<file path="src/rtl/rnf_pkg.sv">
// ----------------------------------------------------------------------------
// rnf_pkg
// Types and constants shared by the RTP NAL fragmenter modules.
// ----------------------------------------------------------------------------
`default_nettype none

package rnf_pkg;

	// configuration port
	localparam int CFG_DATA_BITS = 14;
	localparam int CFG_INDEX_BITS = 1;
	localparam logic [CFG_INDEX_BITS-1:0] REG_MAX_PACKET = 1'd0;
	localparam logic [CFG_INDEX_BITS-1:0] REG_SCHEME = 1'd1;
	localparam logic [CFG_DATA_BITS-1:0] MAX_PACKET_RESET = 14'd1400;

	localparam logic [1:0] SCHEME_H264 = 2'd0;
	localparam logic [1:0] SCHEME_H265 = 2'd1;

	// prefix layout
	localparam logic [1:0] HDR_LEN_NONE = 2'd0;
	localparam logic [1:0] HDR_LEN_FUA = 2'd2;
	localparam logic [1:0] HDR_LEN_H265 = 2'd3;
	localparam logic [4:0] FUA_TYPE = 5'd28;
	localparam logic [5:0] H265_FU_TYPE = 6'd49;
	localparam logic [7:0] NRI_MASK = 8'h60;
	localparam logic [7:0] TYPE_MASK = 8'h1F;
	localparam logic [7:0] H265_HDR0 = {1'b0, H265_FU_TYPE, 1'b0};
	localparam logic [7:0] H265_HDR1 = 8'h01;

	localparam int CMD_FIFO_DEPTH = 2;

	typedef enum logic [1:0] {
		KIND_SINGLE,
		KIND_ERROR,
		KIND_FRAG
	} cmd_kind_t;

	typedef enum logic [1:0] {
		ST_IDLE,
		ST_DIV_COUNT,
		ST_DIV_SIZE,
		ST_EMIT
	} back_state_t;

endpackage

`default_nettype wire

</file>
<file path="src/rtl/rnf_divider.sv">
// ----------------------------------------------------------------------------
// rnf_divider
// Restoring serial divider, one quotient bit per cycle.
// ----------------------------------------------------------------------------
`default_nettype none

module rnf_divider #(
	parameter int N = 16
) (
	input  wire logic         clk,
	input  wire logic         arst_n,
	input  wire logic         start,
	input  wire logic [N-1:0] dividend,
	input  wire logic [N:0]   divisor,
	output logic              done,
	output logic [N-1:0]      quotient
);

	localparam int CNT_BITS = $clog2(N + 1);

	logic [N-1:0]        rem_q;
	logic [N-1:0]        quo_q;
	logic [N:0]          dsr_q;
	logic [CNT_BITS-1:0] cnt_q;
	logic                busy_q;
	logic                done_q;
	logic [N:0]          trial;
	logic                fits;

	assign trial = {rem_q, quo_q[N-1]};
	assign fits = trial >= dsr_q;

	always_ff @(posedge clk or negedge arst_n) begin
		if (!arst_n) begin
			busy_q <= 1'b0;
			done_q <= 1'b0;
			cnt_q <= '0;
		end else begin
			done_q <= 1'b0;
			if (start) begin
				busy_q <= 1'b1;
				cnt_q <= CNT_BITS'(N);
			end else if (busy_q) begin
				cnt_q <= cnt_q - 1'b1;
				if (cnt_q == CNT_BITS'(1)) begin
					busy_q <= 1'b0;
					done_q <= 1'b1;
				end
			end
		end
	end

	always_ff @(posedge clk) begin
		if (start) begin
			rem_q <= '0;
			quo_q <= dividend;
			dsr_q <= divisor;
		end else if (busy_q) begin
			// remainder stays below the divisor, so the difference fits N bits
			rem_q <= fits ? N'(trial - dsr_q) : trial[N-1:0];
			quo_q <= {quo_q[N-2:0], fits};
		end
	end

	assign done = done_q;
	assign quotient = quo_q;

endmodule

`default_nettype wire

</file>
<file path="src/rtl/rnf_front.sv">
// ----------------------------------------------------------------------------
// rnf_front
// Configuration registers and classification of incoming NAL descriptors.
// ----------------------------------------------------------------------------
`default_nettype none

module rnf_front #(
	parameter int SIZE_BITS = 16
) (
	input  wire logic                               clk,
	input  wire logic                               arst_n,
	input  wire logic                               cfg_valid,
	output logic                                    cfg_ready,
	input  wire logic [rnf_pkg::CFG_INDEX_BITS-1:0] cfg_index,
	input  wire logic [rnf_pkg::CFG_DATA_BITS-1:0]  cfg_data,
	input  wire logic [15:0]                        nal_size,
	input  wire logic [7:0]                         nal_header_first,
	output rnf_pkg::cmd_kind_t                      kind,
	output logic                                    h265,
	output logic [SIZE_BITS-1:0]                    size,
	output logic [SIZE_BITS-1:0]                    payload,
	output logic [rnf_pkg::CFG_DATA_BITS-1:0]       cap,
	output logic [7:0]                              header
);

	localparam int CW = SIZE_BITS + rnf_pkg::CFG_DATA_BITS;

	logic [rnf_pkg::CFG_DATA_BITS-1:0] max_packet_q;
	logic [1:0]                        scheme_q;
	logic [SIZE_BITS-1:0]              hdr_len;
	logic [rnf_pkg::CFG_DATA_BITS-1:0] fu_len;
	logic                              too_big;

	assign cfg_ready = 1'b1;

	always_ff @(posedge clk or negedge arst_n) begin
		if (!arst_n) begin
			max_packet_q <= rnf_pkg::MAX_PACKET_RESET;
			scheme_q <= rnf_pkg::SCHEME_H264;
		end else if (cfg_valid) begin
			unique case (cfg_index)
				rnf_pkg::REG_MAX_PACKET: max_packet_q <= cfg_data;
				rnf_pkg::REG_SCHEME: scheme_q <= cfg_data[1:0];
				default: ;
			endcase
		end
	end

	assign size = SIZE_BITS'(nal_size);
	assign header = nal_header_first;
	assign h265 = scheme_q == rnf_pkg::SCHEME_H265;
	assign hdr_len = h265 ? SIZE_BITS'(2) : SIZE_BITS'(1);
	assign fu_len = h265 ? rnf_pkg::CFG_DATA_BITS'(3) : rnf_pkg::CFG_DATA_BITS'(2);
	assign too_big = CW'(size) > CW'(max_packet_q);

	// fragment limit never drops below one byte
	assign cap = (max_packet_q > fu_len) ? max_packet_q - fu_len
		: rnf_pkg::CFG_DATA_BITS'(1);
	assign payload = (size > hdr_len) ? size - hdr_len : '0;

	always_comb begin
		if (!too_big) begin
			kind = rnf_pkg::KIND_SINGLE;
		end else if (scheme_q != rnf_pkg::SCHEME_H264 && scheme_q != rnf_pkg::SCHEME_H265) begin
			kind = rnf_pkg::KIND_ERROR;
		end else begin
			kind = rnf_pkg::KIND_FRAG;
		end
	end

endmodule

`default_nettype wire

</file>
<file path="src/rtl/rnf_cmd_fifo.sv">
// ----------------------------------------------------------------------------
// rnf_cmd_fifo
// Short register queue of classified commands between front and back.
// ----------------------------------------------------------------------------
`default_nettype none

module rnf_cmd_fifo #(
	parameter int WIDTH = 32,
	parameter int DEPTH = 2
) (
	input  wire logic             clk,
	input  wire logic             arst_n,
	input  wire logic             push,
	input  wire logic [WIDTH-1:0] wr_data,
	input  wire logic             pop,
	output logic [WIDTH-1:0]      rd_data,
	output logic                  full,
	output logic                  not_empty
);

	localparam int PTR_BITS = (DEPTH > 1) ? $clog2(DEPTH) : 1;
	localparam int CNT_BITS = $clog2(DEPTH + 1);

	logic [WIDTH-1:0]    mem_q [DEPTH];
	logic [PTR_BITS-1:0] wr_ptr_q;
	logic [PTR_BITS-1:0] rd_ptr_q;
	logic [CNT_BITS-1:0] count_q;

	assign full = count_q == CNT_BITS'(DEPTH);
	assign not_empty = count_q != '0;
	assign rd_data = mem_q[rd_ptr_q];

	always_ff @(posedge clk or negedge arst_n) begin
		if (!arst_n) begin
			wr_ptr_q <= '0;
			rd_ptr_q <= '0;
			count_q <= '0;
		end else begin
			if (push) begin
				wr_ptr_q <= (wr_ptr_q == PTR_BITS'(DEPTH - 1)) ? '0 : wr_ptr_q + 1'b1;
			end
			if (pop) begin
				rd_ptr_q <= (rd_ptr_q == PTR_BITS'(DEPTH - 1)) ? '0 : rd_ptr_q + 1'b1;
			end
			if (push && !pop) begin
				count_q <= count_q + 1'b1;
			end else if (pop && !push) begin
				count_q <= count_q - 1'b1;
			end
		end
	end

	always_ff @(posedge clk) begin
		if (push) begin
			mem_q[wr_ptr_q] <= wr_data;
		end
	end

endmodule

`default_nettype wire

</file>
<file path="src/rtl/rnf_back.sv">
// ----------------------------------------------------------------------------
// rnf_back
// Runs the two size divisions and sequences the packets of one NAL unit.
// ----------------------------------------------------------------------------
`default_nettype none

module rnf_back #(
	parameter int SIZE_BITS = 16,
	parameter int MAX_FRAGMENTS = 64
) (
	input  wire logic                              clk,
	input  wire logic                              arst_n,
	input  wire logic                              cmd_valid,
	output logic                                   cmd_pop,
	input  wire rnf_pkg::cmd_kind_t                cmd_kind,
	input  wire logic                              cmd_h265,
	input  wire logic [SIZE_BITS-1:0]              cmd_size,
	input  wire logic [SIZE_BITS-1:0]              cmd_payload,
	input  wire logic [rnf_pkg::CFG_DATA_BITS-1:0] cmd_cap,
	input  wire logic [7:0]                        cmd_header,
	output logic                                   out_valid,
	input  wire logic                              out_stall,
	output logic [15:0]                            payload_offset,
	output logic [15:0]                            payload_length,
	output logic [1:0]                             header_length,
	output logic [7:0]                             header_byte0,
	output logic [7:0]                             header_byte1,
	output logic [7:0]                             header_byte2,
	output logic                                   last,
	output logic                                   error
);

	localparam int CW = SIZE_BITS + rnf_pkg::CFG_DATA_BITS;
	localparam int CNT_BITS = $clog2(MAX_FRAGMENTS);

	rnf_pkg::back_state_t state_q, state_d;

	logic                              div_start;
	logic [SIZE_BITS-1:0]              div_dividend;
	logic [SIZE_BITS:0]                div_divisor;
	logic                              div_done;
	logic [SIZE_BITS-1:0]              div_quotient;

	logic                              h265_q;
	logic [7:0]                        header_q;
	logic [SIZE_BITS-1:0]              payload_q;
	logic [rnf_pkg::CFG_DATA_BITS-1:0] cap_q;
	logic [SIZE_BITS-1:0]              frag_len_q;
	logic [SIZE_BITS-1:0]              rem_q;
	logic [SIZE_BITS-1:0]              offset_q;
	logic [CNT_BITS-1:0]               frag_cnt_q;

	logic                              out_valid_q;
	logic [15:0]                       offset_out_q;
	logic [15:0]                       length_out_q;
	logic [1:0]                        hlen_out_q;
	logic [7:0]                        byte0_out_q;
	logic [7:0]                        byte1_out_q;
	logic [7:0]                        byte2_out_q;
	logic                              last_out_q;
	logic                              error_out_q;

	logic                              out_free;
	logic                              load;
	logic                              take_cmd;
	logic                              init_emit;
	logic                              step;
	logic                              end_frag;
	logic [SIZE_BITS-1:0]              len;
	logic [1:0]                        se;
	logic [15:0]                       ld_offset;
	logic [15:0]                       ld_length;
	logic [1:0]                        ld_hlen;
	logic [7:0]                        ld_byte0;
	logic [7:0]                        ld_byte1;
	logic [7:0]                        ld_byte2;
	logic                              ld_last;
	logic                              ld_error;

	rnf_divider #(
		.N(SIZE_BITS)
	) u_div (
		.clk(clk),
		.arst_n(arst_n),
		.start(div_start),
		.dividend(div_dividend),
		.divisor(div_divisor),
		.done(div_done),
		.quotient(div_quotient)
	);

	assign out_free = !out_valid_q || !out_stall;

	// the final fragment takes the rest once it fits, or when the count runs out
	assign end_frag = (CW'(rem_q) <= CW'(cap_q))
		|| (frag_cnt_q == CNT_BITS'(MAX_FRAGMENTS - 1));
	assign len = end_frag ? rem_q : frag_len_q;
	assign se = {frag_cnt_q == '0, end_frag};

	assign div_dividend = (state_q == rnf_pkg::ST_IDLE) ? cmd_payload : payload_q;
	assign div_divisor = (state_q == rnf_pkg::ST_IDLE) ? (SIZE_BITS + 1)'(cmd_cap)
		: (SIZE_BITS + 1)'(div_quotient) + 1'b1;

	always_ff @(posedge clk or negedge arst_n) begin
		if (!arst_n) begin
			state_q <= rnf_pkg::ST_IDLE;
		end else begin
			state_q <= state_d;
		end
	end

	always_comb begin
		state_d = state_q;
		cmd_pop = 1'b0;
		div_start = 1'b0;
		load = 1'b0;
		take_cmd = 1'b0;
		init_emit = 1'b0;
		step = 1'b0;
		ld_offset = '0;
		ld_length = '0;
		ld_hlen = rnf_pkg::HDR_LEN_NONE;
		ld_byte0 = '0;
		ld_byte1 = '0;
		ld_byte2 = '0;
		ld_last = 1'b1;
		ld_error = 1'b0;
		unique case (state_q)
			rnf_pkg::ST_IDLE: begin
				if (cmd_valid) begin
					unique case (cmd_kind)
						rnf_pkg::KIND_SINGLE: begin
							if (out_free) begin
								cmd_pop = 1'b1;
								load = 1'b1;
								ld_length = 16'(cmd_size);
							end
						end
						rnf_pkg::KIND_FRAG: begin
							cmd_pop = 1'b1;
							take_cmd = 1'b1;
							div_start = 1'b1;
							state_d = rnf_pkg::ST_DIV_COUNT;
						end
						default: begin
							if (out_free) begin
								cmd_pop = 1'b1;
								load = 1'b1;
								ld_error = 1'b1;
							end
						end
					endcase
				end
			end
			rnf_pkg::ST_DIV_COUNT: begin
				// fragment count known: divide again for the fragment size
				if (div_done) begin
					div_start = 1'b1;
					state_d = rnf_pkg::ST_DIV_SIZE;
				end
			end
			rnf_pkg::ST_DIV_SIZE: begin
				if (div_done) begin
					init_emit = 1'b1;
					state_d = rnf_pkg::ST_EMIT;
				end
			end
			rnf_pkg::ST_EMIT: begin
				if (out_free) begin
					load = 1'b1;
					step = 1'b1;
					ld_offset = 16'(offset_q);
					ld_length = 16'(len);
					ld_last = end_frag;
					if (h265_q) begin
						ld_hlen = rnf_pkg::HDR_LEN_H265;
						ld_byte0 = rnf_pkg::H265_HDR0;
						ld_byte1 = rnf_pkg::H265_HDR1;
						ld_byte2 = {se, header_q[6:1]};
					end else begin
						ld_hlen = rnf_pkg::HDR_LEN_FUA;
						ld_byte0 = (header_q & rnf_pkg::NRI_MASK) | {3'b000, rnf_pkg::FUA_TYPE};
						ld_byte1 = {se, 6'b0} | (header_q & rnf_pkg::TYPE_MASK);
					end
					if (end_frag) begin
						state_d = rnf_pkg::ST_IDLE;
					end
				end
			end
			default: state_d = rnf_pkg::ST_IDLE;
		endcase
	end

	always_ff @(posedge clk) begin
		if (take_cmd) begin
			h265_q <= cmd_h265;
			header_q <= cmd_header;
			payload_q <= cmd_payload;
			cap_q <= cmd_cap;
		end
		if (init_emit) begin
			frag_len_q <= (div_quotient == '0) ? SIZE_BITS'(1) : div_quotient;
			rem_q <= payload_q;
			offset_q <= h265_q ? SIZE_BITS'(2) : SIZE_BITS'(1);
			frag_cnt_q <= '0;
		end else if (step) begin
			rem_q <= rem_q - len;
			offset_q <= offset_q + len;
			frag_cnt_q <= frag_cnt_q + 1'b1;
		end
		if (load) begin
			offset_out_q <= ld_offset;
			length_out_q <= ld_length;
			hlen_out_q <= ld_hlen;
			byte0_out_q <= ld_byte0;
			byte1_out_q <= ld_byte1;
			byte2_out_q <= ld_byte2;
			last_out_q <= ld_last;
			error_out_q <= ld_error;
		end
	end

	always_ff @(posedge clk or negedge arst_n) begin
		if (!arst_n) begin
			out_valid_q <= 1'b0;
		end else if (load) begin
			out_valid_q <= 1'b1;
		end else if (!out_stall) begin
			out_valid_q <= 1'b0;
		end
	end

	assign out_valid = out_valid_q;
	assign payload_offset = offset_out_q;
	assign payload_length = length_out_q;
	assign header_length = hlen_out_q;
	assign header_byte0 = byte0_out_q;
	assign header_byte1 = byte1_out_q;
	assign header_byte2 = byte2_out_q;
	assign last = last_out_q;
	assign error = error_out_q;

endmodule

`default_nettype wire

</file>
<file path="src/rtl/rtp_nal_fragmenter.sv">
// ----------------------------------------------------------------------------
// rtp_nal_fragmenter
// Splits NAL unit descriptors into RTP packet descriptors (FU-A / H.265 FU).
// ----------------------------------------------------------------------------
// Input channel: in_valid / in_stall with nal_size and nal_header_first; a
// transfer happens on a clock edge with in_valid high and in_stall low.
// Output channel: out_valid / out_stall, one transfer per RTP packet.
// Config channel: cfg_valid / cfg_ready (always ready), cfg_index selects
// max_packet_bytes (0) or scheme (1); write only while the block is idle.
// A two-entry command queue sits between the classifier and the packet
// sequencer, so new units are taken while packets are still going out.
// An unfragmented or error unit passes through the command queue and the
// output register to reach the output. A fragmented unit runs two serial
// divisions in the shared divider, then emits one fragment per cycle while
// out_stall is low.
// Reset sets max_packet_bytes to 1400 and scheme to H.264 and empties the
// queue. While out_stall is high the packet on the output holds; the queue
// keeps taking units until it is full, then in_stall rises.
// ----------------------------------------------------------------------------
`default_nettype none

module rtp_nal_fragmenter #(
	parameter int NAL_SIZE_BITS = 16,
	parameter int MAX_FRAGMENTS = 64
) (
	input  wire logic                               clk,
	input  wire logic                               arst_n,
	input  wire logic                               cfg_valid,
	output logic                                    cfg_ready,
	input  wire logic [rnf_pkg::CFG_INDEX_BITS-1:0] cfg_index,
	input  wire logic [rnf_pkg::CFG_DATA_BITS-1:0]  cfg_data,
	input  wire logic                               in_valid,
	output logic                                    in_stall,
	input  wire logic [15:0]                        nal_size,
	input  wire logic [7:0]                         nal_header_first,
	output logic                                    out_valid,
	input  wire logic                               out_stall,
	output logic [15:0]                             payload_offset,
	output logic [15:0]                             payload_length,
	output logic [1:0]                              header_length,
	output logic [7:0]                              header_byte0,
	output logic [7:0]                              header_byte1,
	output logic [7:0]                              header_byte2,
	output logic                                    last,
	output logic                                    error
);

	localparam int SW = NAL_SIZE_BITS;
	localparam int CAPW = rnf_pkg::CFG_DATA_BITS;
	localparam int CMD_W = 2 + 1 + SW + SW + CAPW + 8;

	rnf_pkg::cmd_kind_t f_kind;
	logic               f_h265;
	logic [SW-1:0]      f_size;
	logic [SW-1:0]      f_payload;
	logic [CAPW-1:0]    f_cap;
	logic [7:0]         f_header;

	logic               push;
	logic               pop;
	logic               fifo_full;
	logic               fifo_not_empty;
	logic [CMD_W-1:0]   wr_data;
	logic [CMD_W-1:0]   rd_data;

	rnf_pkg::cmd_kind_t b_kind;
	logic               b_h265;
	logic [SW-1:0]      b_size;
	logic [SW-1:0]      b_payload;
	logic [CAPW-1:0]    b_cap;
	logic [7:0]         b_header;

	rnf_front #(
		.SIZE_BITS(SW)
	) u_front (
		.clk(clk),
		.arst_n(arst_n),
		.cfg_valid(cfg_valid),
		.cfg_ready(cfg_ready),
		.cfg_index(cfg_index),
		.cfg_data(cfg_data),
		.nal_size(nal_size),
		.nal_header_first(nal_header_first),
		.kind(f_kind),
		.h265(f_h265),
		.size(f_size),
		.payload(f_payload),
		.cap(f_cap),
		.header(f_header)
	);

	assign in_stall = fifo_full;
	assign push = in_valid && !fifo_full;
	assign wr_data = {f_kind, f_h265, f_size, f_payload, f_cap, f_header};

	rnf_cmd_fifo #(
		.WIDTH(CMD_W),
		.DEPTH(rnf_pkg::CMD_FIFO_DEPTH)
	) u_fifo (
		.clk(clk),
		.arst_n(arst_n),
		.push(push),
		.wr_data(wr_data),
		.pop(pop),
		.rd_data(rd_data),
		.full(fifo_full),
		.not_empty(fifo_not_empty)
	);

	assign b_kind = rnf_pkg::cmd_kind_t'(rd_data[CMD_W-1 -: 2]);
	assign {b_h265, b_size, b_payload, b_cap, b_header} = rd_data[CMD_W-3:0];

	rnf_back #(
		.SIZE_BITS(SW),
		.MAX_FRAGMENTS(MAX_FRAGMENTS)
	) u_back (
		.clk(clk),
		.arst_n(arst_n),
		.cmd_valid(fifo_not_empty),
		.cmd_pop(pop),
		.cmd_kind(b_kind),
		.cmd_h265(b_h265),
		.cmd_size(b_size),
		.cmd_payload(b_payload),
		.cmd_cap(b_cap),
		.cmd_header(b_header),
		.out_valid(out_valid),
		.out_stall(out_stall),
		.payload_offset(payload_offset),
		.payload_length(payload_length),
		.header_length(header_length),
		.header_byte0(header_byte0),
		.header_byte1(header_byte1),
		.header_byte2(header_byte2),
		.last(last),
		.error(error)
	);

endmodule

`default_nettype wire

</file>
<file path="config.mk">
export PLATFORM = sky130hd
export DESIGN_NAME = rtp_nal_fragmenter
export DESIGN_NICKNAME = d
export VERILOG_FILES = /design/src/rtl/rnf_pkg.sv /design/src/rtl/rnf_divider.sv /design/src/rtl/rnf_front.sv /design/src/rtl/rnf_cmd_fifo.sv /design/src/rtl/rnf_back.sv /design/src/rtl/rtp_nal_fragmenter.sv
export SDC_FILE = /design/constraint.sdc
export NUM_CORES = 1
export LEC_CHECK = 0
export BUFFER_PORTS_ARGS = -buffer_cell sky130_fd_sc_hd__buf_2
export CORE_ASPECT_RATIO = 1.4
export CORE_MARGIN = 4
export CORE_UTILIZATION = 37
export DETAILED_ROUTE_END_ITERATION = 8
export GPL_TIMING_DRIVEN = 1
export PLACE_DENSITY_LB_ADDON = 0.3
export SLEW_MARGIN = 10
export SYNTH_ARGS = -nofsm -noshare
export SYNTH_HDL_FRONTEND = slang
export SYNTH_HIERARCHICAL = 1
export SYNTH_SLANG_ARGS = --single-unit
</file>
<file path="constraint.sdc">
create_clock -name clk -period 4.6 [get_ports clk]
set_clock_uncertainty 0.2 [all_clocks]
set_input_delay 0.23 -clock clk [delete_from_list [all_inputs] [get_ports clk]]
set_output_delay 0.23 -clock clk [all_outputs]
set_load 0.05 [all_outputs]
</file>
==> metrics.txt <==
Worst Path Arrival 4.61 ns; fraction of power consumed by sequential logic 0.359; PnR Total Power 15.15 mW; sinks on the clock net 337; worst path required time 4.68 ns; largest net degree at the start of global routing 55; mean routed wirelength per cell 18.08 um; transition time at the pin with the least slew margin 1.030 ns; core box area 46310 um^2; Total Wirelength 40980 um; number of maximum-capacitance violations 0; overall die height 264.7 um; fraction of power spent switching nets 0.3907; total routing resource utilization after global routing 0.1587; part of the power in the clock network 0.182; final period demand of the worst path 4.528 ns; worst slew margin relative to its limit 0.3131; power dissipated by switching net loads 5.920 mW; maximum vdd ir drop 0.0004411 V; Critical Path Sink Type flip-flop; library cell used as clock root buffer sky130_fd_sc_hd__clkbuf_16; number of inserted diodes 0; cts bufs inserted 35; routed vias 11380; Post-Syn Area 17420 um^2; wire length of the first global-routing pass 63480 um; placed cell count 2151; outcome complete, no violations; Worst Setup Path Type reg -> reg; Finish-stage setup viols 0; layout cell share with drive strength beyond 1 0.2213; layout overhead on the synthesized area 17.27%; number of nets at the end of the flow 1760; final RePlAce weighted congestion 0.8952; RSZ-0062 raised after global routing yes; total internal power 9.234 mW; Crit Path Max Fanout 15; effective utilization at floorplan 0.3762; overflow left after global routing 0; final cell count without fillers 2266; combinational cell fraction of total power 0.459; # DRC 0; number of levels in the clock H-tree 2; length of the first detailed-routing pass in iterations 5; Util after Layout 0.4411; worst hold path type in -> reg; Power Dens Cells 741.8 nW/um^2; CTS tree yes; maximum number of buffers from clock root to sink 3; post-route antenna net violation count 0; post-DR vias/cell 5.023; fin crit share 0.9843; 1st-iter DRT viols 614; via count of the first global-routing pass 11570; clock transition at the registers of the reported paths 0.07 ns; upper clock frequency limit 220.9 MHz; antenna violations before repair 0; IO buf count 101; number of rows created at floorplan 93; overall die width 191.4 um; final number of max-transition violations 0; die outline area 50670 um^2; nature of the critical path startpoint flip-flop; detailed-placement wirelength estimate 30180 um; Final Hold Violating Endpoints 0; insertion delay of the later-clocked pin in the worst-skew pair 0.54 ns; Sum Neg Setup Slack 0 ns; Ports 107; synthesized area per cell 11.96 um^2; total of warnings raised by yosys 6; cell count after synthesis 1456; static leakage 8.012 nW
==> per-stage QoR <==
step / instance area (um^2) / setup WS (ns) / hold WS, ns
after global placement: 18730 / 0.08659 / 0.1535
final: 20430 / 0.07231 / 0.02677
after detailed placement: 18730 / 0.05630 / 0.1684
after global routing: 20430 / -0.09015 / 0.05002
after floorplan: 17430 / 0.2030 / -0.2656
after CTS: 20330 / 0.04522 / 0.004578
==> power groups by stage <==
stage / sequential [mW] / combinational [mW] / clock, mW
after floorplan: 5.99 / 4.40 / 0
after global placement: 5.48 / 6.70 / 0
after detailed placement: 5.51 / 6.82 / 0
after CTS: 5.45 / 6.91 / 2.85
after global routing: 5.55 / 7.64 / 2.97
final: 5.44 / 6.95 / 2.76
==> repair_timing <==
item                                    in CTS  in global routing
hold buffers                                47                  0
endpoints found under the setup margin       2                 15
hold endpoints to repair                    92                  0
setup buffers                                0                  4
gates resized for setup                      1                 16
==> cell usage in the layout, fill, tap and decap left out, drive strengths merged, types with 34 or more instances in the layout <==
master,instances
a21oi,42
and3,34
buf,169
clkbuf,46
dlygate4sd3,47
edfxtp,285
ha,91
inv,93
mux2,97
nand2,117
nor2,108
o21ai,95
xnor2,45
xor2,35
==> final timing paths <==
path	from	slack, ns	cells after the start	end
min in group asynchronous	arst_n	0.15	2	u_back/state_q[0]$_DFFE_PN0P_
max in group asynchronous	arst_n	3.49	2	u_fifo/rd_ptr_q$_DFFE_PN0P_
setup reg to reg	u_back/rem_q[9]$_DFFE_PP_	0.07	15	u_back/rem_q[15]$_DFFE_PP_
hold reg to reg	u_back/u_div/rem_q[1]$_SDFFE_PP0P_	0.27	2	u_back/u_div/rem_q[1]$_SDFFE_PP0P_
hold / removal	cfg_index	0.03	5	u_front/max_packet_q[4]$_DFFE_PN1P_
setup / recovery	u_back/rem_q[9]$_DFFE_PP_	0.07	15	u_back/rem_q[15]$_DFFE_PP_
==> cell type report <==
class                      instances  area (um^2)
sequential                       337         9758
clock buffer                      46        958.4
inverter                          91        341.6
multi-input combinational        941         6925
timing repair buffer             216         1511
fill                            4352        25880
clock inverter                    18        162.7
tap                              617        772.0
==> flip-flops by register name, indices dropped and copies added, names as in the netlist, 3 cells and up <==
| register | flops |
|---|---|
| u_back/header_byte2 | 8 |
| u_back/u_div/quotient | 16 |
| u_back/frag_cnt_q | 6 |
| u_back/u_div/dsr_q | 17 |
| u_back/header_q | 7 |
| u_fifo/mem_q | 112 |
| u_back/payload_q | 16 |
| u_back/payload_length | 16 |
| u_back/payload_offset | 16 |
| u_back/u_div/rem_q | 16 |
| u_back/header_byte0 | 3 |
| u_back/header_byte1 | 7 |
| u_back/u_div/cnt_q | 5 |
| u_back/offset_q | 16 |
| u_back/frag_len_q | 16 |
| u_front/max_packet_q | 14 |
| u_back/cap_q | 14 |
| u_back/rem_q | 16 |
==> critical path: stages (launching register included) <==
cell	delay, ns
sky130_fd_sc_hd__edfxtp_1	0.45
sky130_fd_sc_hd__ha_4	0.30
sky130_fd_sc_hd__nand4_1	0.13
sky130_fd_sc_hd__or4_4	0.57
sky130_fd_sc_hd__a21o_1	0.20
sky130_fd_sc_hd__a31oi_4	0.20
sky130_fd_sc_hd__buf_12	0.19
sky130_fd_sc_hd__mux2i_2	0.27
sky130_fd_sc_hd__ha_1	0.32
sky130_fd_sc_hd__o21a_1	0.22
sky130_fd_sc_hd__o31a_1	0.14
sky130_fd_sc_hd__or4_4	0.44
sky130_fd_sc_hd__a31oi_1	0.19
sky130_fd_sc_hd__a311o_1	0.22
sky130_fd_sc_hd__xor2_1	0.15
sky130_fd_sc_hd__o21ai_1	0.07
==> routing by layer <==
layer / GRT usage / wire length, um / up-vias
met1: 0.1823 / 16250 / 5507
met2: 0.2937 / 21720 / 215
met4: 0.07225 / 1831 / 0
met3: 0.01726 / 1173 / 79
met5: 0 / 0 / -
li1: - / - / 5580
Note: power is estimated with default switching activity, not from simulation.
